===== src/sp4x4_pkg.sv =====
// sp4x4_pkg: types, codes and constants shared by the spline interpolation unit
// used by sp4x4_front, sp4x4_back and the top level
`default_nettype none

package sp4x4_pkg;

  // default sizing of the top level
  localparam int COEF_DEPTH_DEF    = 65536;
  localparam int MAX_ROW_WIDTH_DEF = 256;
  localparam int TAPS_DEF          = 4;

  // fixed field widths
  localparam int IDX_W   = 8;
  localparam int WGT_W   = 16;
  localparam int COEF_W  = 24;
  localparam int CADDR_W = 16;
  localparam int RW_W    = 9;
  // row index times row width plus column index
  localparam int ADDR_FULL_W = 18;
  // weight product is Q2.30
  localparam int WPROD_W = 2 * WGT_W;
  localparam int PROD_W  = COEF_W + WPROD_W;
  localparam int FRAC_W  = 30;

  localparam int VAL_MAX = 8388607;
  localparam int VAL_MIN = -8388608;

  // command queue between front and back
  localparam int Q_DEPTH = 2;

  typedef enum logic [1:0] {
    OP_WR_COEF = 2'd0,
    OP_SET_TAP = 2'd1,
    OP_EVAL    = 2'd2,
    OP_NONE    = 2'd3
  } opcode_t;

  typedef enum logic [1:0] {
    ST_OK    = 2'd0,
    ST_RANGE = 2'd1,
    ST_SAT   = 2'd2
  } status_t;

  typedef enum logic [1:0] {
    CMD_COEF,
    CMD_TAP,
    CMD_EVAL
  } cmd_kind_t;

  typedef enum logic [1:0] {
    BK_IDLE,
    BK_ISSUE,
    BK_DRAIN
  } bk_state_t;

  typedef struct packed {
    logic [1:0]                opcode;
    logic [1:0]                tap;
    logic [IDX_W-1:0]          x_index;
    logic signed [WGT_W-1:0]   x_weight;
    logic [IDX_W-1:0]          y_index;
    logic signed [WGT_W-1:0]   y_weight;
    logic [CADDR_W-1:0]        coef_addr;
    logic signed [COEF_W-1:0]  coef_data;
  } in_t;

  typedef struct packed {
    logic signed [COEF_W-1:0] interp_value;
    status_t                  status;
  } out_t;

  // one classified item waiting for the engine
  typedef struct packed {
    cmd_kind_t kind;
    in_t       item;
  } cmd_t;

endpackage : sp4x4_pkg

`default_nettype wire


===== src/sp4x4_front.sv =====
// sp4x4_front: accepts input beats, drops those with no effect, queues the rest
// depends on sp4x4_pkg
`default_nettype none

module sp4x4_front #(
  parameter int COEF_DEPTH = sp4x4_pkg::COEF_DEPTH_DEF,
  parameter int TAPS       = sp4x4_pkg::TAPS_DEF
) (
  input  wire logic            clk,
  input  wire logic            rst_n,
  input  wire logic            start,
  output logic                 busy,
  input  wire sp4x4_pkg::in_t  in_data,
  output logic                 head_vld,
  output sp4x4_pkg::cmd_t      head,
  input  wire logic            pop
);
  import sp4x4_pkg::*;

  localparam int QW = $clog2(Q_DEPTH);

  cmd_t          q_r [Q_DEPTH];
  logic [QW-1:0] wr_ptr_r, wr_ptr_nxt;
  logic [QW-1:0] rd_ptr_r, rd_ptr_nxt;
  logic [QW:0]   count_r, count_nxt;
  logic          keep_c;
  cmd_kind_t     kind_c;
  logic          push;

  // classify: coefficient writes out of the store, bad taps and the unused
  // opcode leave no trace and are dropped here
  always_comb begin
    keep_c = 1'b0;
    kind_c = CMD_EVAL;
    case (opcode_t'(in_data.opcode))
      OP_WR_COEF: begin
        kind_c = CMD_COEF;
        keep_c = (32'(in_data.coef_addr) < COEF_DEPTH);
      end
      OP_SET_TAP: begin
        kind_c = CMD_TAP;
        keep_c = (32'(in_data.tap) < TAPS);
      end
      OP_EVAL: begin
        kind_c = CMD_EVAL;
        keep_c = 1'b1;
      end
      default: begin
        keep_c = 1'b0;
      end
    endcase
  end

  assign busy     = (count_r == (QW+1)'(Q_DEPTH));
  assign push     = start && !busy && keep_c;
  assign head_vld = (count_r != '0);
  assign head     = q_r[rd_ptr_r];

  always_comb begin
    wr_ptr_nxt = push ? wr_ptr_r + 1'b1 : wr_ptr_r;
    rd_ptr_nxt = pop  ? rd_ptr_r + 1'b1 : rd_ptr_r;
    count_nxt  = count_r;
    if (push && !pop) begin
      count_nxt = count_r + 1'b1;
    end else if (pop && !push) begin
      count_nxt = count_r - 1'b1;
    end
  end

  always_ff @(posedge clk) begin
    if (!rst_n) begin
      wr_ptr_r <= '0;
      rd_ptr_r <= '0;
      count_r  <= '0;
    end else begin
      wr_ptr_r <= wr_ptr_nxt;
      rd_ptr_r <= rd_ptr_nxt;
      count_r  <= count_nxt;
    end
  end

  always_ff @(posedge clk) begin
    if (push) begin
      q_r[wr_ptr_r] <= '{kind: kind_c, item: in_data};
    end
  end

`ifndef SYNTHESIS
  a_pop_nonempty : assert property (@(posedge clk) disable iff (!rst_n)
    pop |-> head_vld)
    else $error("queue popped while empty");

  a_count_bound : assert property (@(posedge clk) disable iff (!rst_n)
    count_r <= (QW+1)'(Q_DEPTH))
    else $error("queue count beyond depth");

  a_push_lands : assert property (@(posedge clk) disable iff (!rst_n)
    (push && !pop) |=> (count_r == $past(count_r) + 1'b1))
    else $error("queued beat lost");
`endif

endmodule : sp4x4_front

`default_nettype wire


===== config.mk =====
export PLATFORM = sky130hd
export DESIGN_NAME = sp4x4_front
export DESIGN_NICKNAME = d
export VERILOG_FILES = /design/src/sp4x4_pkg.sv /design/src/sp4x4_front.sv
export SDC_FILE = /design/constraint.sdc
export NUM_CORES = 1
export LEC_CHECK = 0
export BUFFER_PORTS_ARGS = -buffer_cell sky130_fd_sc_hd__buf_2
export CORE_ASPECT_RATIO = 2
export CORE_UTILIZATION = 43
export DETAILED_ROUTE_END_ITERATION = 8
export GPL_ROUTABILITY_DRIVEN = 0
export GPL_TIMING_DRIVEN = 0
export PLACE_DENSITY = 0.68
export REMOVE_ABC_BUFFERS = 1
export SYNTH_ARGS = -nofsm -noshare
export SYNTH_HDL_FRONTEND = slang
export SYNTH_SLANG_ARGS = --single-unit
export TNS_END_PERCENT = 50

===== constraint.sdc =====
create_clock -name clk -period 12.85 [get_ports clk]
set_input_delay 2.57 -clock clk [delete_from_list [all_inputs] [get_ports clk]]
set_output_delay 2.57 -clock clk [all_outputs]
set_load 0.02 [all_outputs]

## Yosys cells after proc, flatten, opt, wreduce, memory -nomap -nowiden

Memory sizes are Yosys's and may differ from the RTL's. A register that Yosys moved wholly into a read port is not among the register bits.
Index checks and enable logic that the tools add are counted.

- Multipliers: 0
- Bitwise gates (word level): 0
- Equal/unequal tests: 3
- Order comparisons: 0
- Reduce and logical (&&, ||, !) cells: 11
- Mux-type cells: 8
- Add/subtract/negate cells: 4
- Div/mod/pow operators: 0
- Shift-type cells: 0

Operator list:

| cell | count |
|---|---|
| 1-bit 2-to-1 mux | 5 |
| 2-bit == test, second input constant | 2 |
| 1-bit logical AND | 4 |
| 2-bit 2-to-1 mux | 2 |
| 2-bit case mux with 2 select lines | 1 |
| 2-bit nonzero test | 2 |
| 1-bit zero test | 3 |
| 3-bit OR reduction | 1 |
| 1-bit adder, second input constant | 2 |
| 2-bit by 1-bit adder with 2-bit output, second input constant | 1 |
| 2-bit by 1-bit == test with 1-bit output, second input constant | 1 |
| 2-bit zero test | 1 |
| 2-bit by 1-bit subtractor with 2-bit output, second input constant | 1 |

- Memories: 1
- Output and inout bits: 96
- ROM bits: 0
- Bits of input ports: 96
- RAM bits: 188
- Bits in latches: 0
- Register bits after elaboration: 4

Memory list:

| memory | depth | bits a word | rd ports | clocked after memory_dff | write ports | RTL line | source |
|---|---|---|---|---|---|---|---|
| q_r | 2 | 94 | 1 | 1 | 1 | sp4x4_front.sv:22 | `cmd_t q_r [Q_DEPTH];` |

## Depth between registers and ports, before layout

- Depth in word-level cells: 8
- Gate-level depth with buffers: 6

## Worst setup path before layout

No wires, ideal clock.

- Kind: in2reg
- Start point: in start
- End point: mem q_r[0][0] in the netlist's numbering, enable pin
- Cell stages on the path: 3
- Slack: 5.199 ns
- Arrival: 7.092 ns
- Path buffers: 0
- Required time: 12.292 ns
- Cell sequence: inv_1 -> a211oi_2 -> nor2b_1

- Word-level cells in the longest chain between the ends: 4

RTL lines:

| element | RTL line | source |
|---|---|---|
| from (decl) | sp4x4_front.sv:11 | `input wire logic start,` |
| 1-bit logical AND (2 in series) | sp4x4_front.sv:55 | `assign push = start && !busy && keep_c;` |
| 1-bit 2-to-1 mux | sp4x4_front.sv:83 | `if (push) begin` |
| 1-bit 2-to-1 mux (not written as such) | sp4x4_front.sv:84 | `q_r[wr_ptr_r] <= '{kind: kind_c, item: in_data};` |
| to (decl) | sp4x4_front.sv:22 |  |

Every way passes these cells.

==> results.sh <==
export IMPL_setup_viol=0
export IMPL_nets=620
export IMPL_synth_top_area_cell="edfxtp_1"
export IMPL_rows=65
export IMPL_fin_ws_ns=8.28
export IMPL_syn_to_final_growth_pct=26.6
export IMPL_fp_coreArea_um2=15900
export IMPL_power_static_leakage_uw=0.00333
export IMPL_clock_sinks=193
export IMPL_synth_seq_area_share=0.815
export IMPL_synthCells=319
export IMPL_finalHoldViolCount=0
export IMPL_worstPathMaxFanout=70
export IMPL_power_density_nw_per_um2=170
export IMPL_cts_root_buf="clkbuf_16"
export IMPL_max_cap_violations=0
export IMPL_rsz0062_at_grt="false"
export IMPL_routedWlPerCell_um=17.5
export IMPL_cp_end_kind="output pin"
export IMPL_via_per_inst=4.84
export IMPL_numCtsBuffers=17
export IMPL_grt_overflow=0
export IMPL_grt_usage=0.156
export IMPL_grt_pass1_wl_mm=19.2
export IMPL_clock_skew_final_ns=0.00941
export IMPL_synth_area_um2=7050
export IMPL_dp_cells=705
export IMPL_drc=0
export IMPL_cts_tree="yes"
export IMPL_grt_max_degree=71
export IMPL_avgSynthCellArea_um2=22.1
export IMPL_dieArea_um2=16900
export IMPL_final_cells=739
export IMPL_dieHeight_um=183
export IMPL_synth_top_area_share=0.801
export IMPL_critPathArrivalTime_ns=2.00
export IMPL_io_buffers=191
export IMPL_regToRegSetupSlack_ns=10.69
export IMPL_slew_headroom=0.635
export IMPL_p_total_uw=1520
export IMPL_outcome="completed"
export IMPL_yosys_register_bits=193
export IMPL_ir_worst_vdd_mv=0.126
export IMPL_worstSetupPathType="register to output pin"
export IMPL_initial_core_util=0.444
export IMPL_via_count=3577
export IMPL_worstMarginPinSlew_ns=0.546
export IMPL_ys_warnings_count=0
export IMPL_hpwl_mm=9.00
export IMPL_slew_viol_final=0
export IMPL_io_pins=192
export IMPL_max_freq_mhz=219
export IMPL_hold_path_class="register to register"
export IMPL_htree_levels=4
export IMPL_grt_pass1_vias=3842
export IMPL_pre_cts_slack_ns=8.38
export IMPL_drt_initial_drc_count=159
export IMPL_fin_crit_sh=0.356
export IMPL_wirelength_mm=12.9
export IMPL_clkLatencyLatePin_ns=0.42
export IMPL_cts_max_path_buffers=2
export IMPL_setup_worst_path_start_class="register"
export IMPL_min_period_ns=4.57
export IMPL_antenna_found_initial=4
export IMPL_postCtsSetupBuffers=0
export IMPL_cp_required_ns=10.28
export IMPL_ys_types=22
export IMPL_cts_hold_buf=0
export IMPL_fin_tns_setup_ns=0
export IMPL_first_pass_iters=4
export IMPL_die_x_um=92.5
export IMPL_drive_above_1_share=0.488
export IMPL_clkTransAtPathRegs_ns=0.06
export IMPL_synth_area_top_cells="edfxtp_1 80%, mux2_1 10%, mux2_2 4.8%, dfxtp_1 1.4%, buf_6 0.96%"
export IMPL_ant_nets=0
export IMPL_cts_resized=0
## per-stage QoR
stage / hold WS (ns) / utilization / instance area [um2]
detailed placement: 0.525 / 0.523 / 8300
finish: 0.529 / 0.562 / 8920
floorplan: 0.451 / - / 6950
global placement: 0.461 / 0.514 / 8160
CTS: 0.533 / 0.562 / 8910
global route: 0.569 / 0.562 / 8920
## cell usage in the layout, fill, tap and decap left out, types with 3 or more instances in the layout
master and count:
and2_1 3, edfxtp_1 188, mux2_2 30, clkbuf_16 17, bufinv_16 4, clkinv_4 3
clkinv_2 3, buf_2 191, diode_2 3, dfxtp_1 4, mux2_1 64, buf_16 3
## where the power goes
part	internal [uW]	switching [uW]	total, uW
sequential	749	14.7	764
combinational	81.0	128	209
clock	326	221	547
total	1160	364	1520
## sequential cells by signal, summed over array words and instances (netlist names), named ones only
signal	count
count_r	2
wr_ptr_r	1
rd_ptr_r	1
q_r	188
## worst max-delay path: stages (launching register included)
cell and delay, ns:
dfxtp_4 0.59, buf_16 0.36, mux2_2 0.40, buf_2 0.16
## worst paths after layout
check                    end  depth (start not counted)        from
hold / removal      wr_ptr_r                          2    wr_ptr_r
setup reg to reg  q_r[0][72]                          5  count_r[0]
setup / recovery    head[89]                          3    register
hold reg to reg     wr_ptr_r                          2    wr_ptr_r
## final cells by class
cell class	instances	area, um2
Clock buffer	18	429
Multi-Input combinational cell	113	1210
Timing Repair Buffer	196	1080
Fill cell	1283	6940
Inverter	2	7.51
Tap cell	201	251
Sequential cell	193	5750
Antenna cell	3	7.51
Clock inverter	13	186
## kinds of logic after synthesis
family,Yosys count,synth area share
buf+inv,13,0.0144
flops,193,0.815
xor+xnor,3,0.00373
compound gates,3,0.00355
mux,95,0.152
simple gates,11,0.00941
fa+ha+maj,1,0.00178
## cells in the mapped netlist
library cell / instances
buf_2: 3
mux2_1: 64
nor2b_1: 3
o21ai_0: 1
inv_1: 2
and2_1: 4
xnor2_1: 1
or3_1: 1
dfxtp_1: 5
xor2_1: 2
buf_6: 6
mux2_2: 30
a21boi_1: 1
buf_4: 1
edfxtp_1: 188
a211oi_2: 1
nand2b_1: 1
or2_2: 1
nand2_1: 1
ha_1: 1
mux2i_1: 1
clkbuf_1: 1
## routing by layer
metal | GRT usage | vias up | share of wire
met1 | 0.139 | 1736 | 0.32
met2 | 0.295 | 131 | 0.58
li1 | - | 1669 | -
met3 | 0.0348 | 39 | 0.052
met4 | 0.114 | 2 | 0.053
met5 | 0 | - | 0.00085
Note: power is estimated with default switching activity, not from simulation.
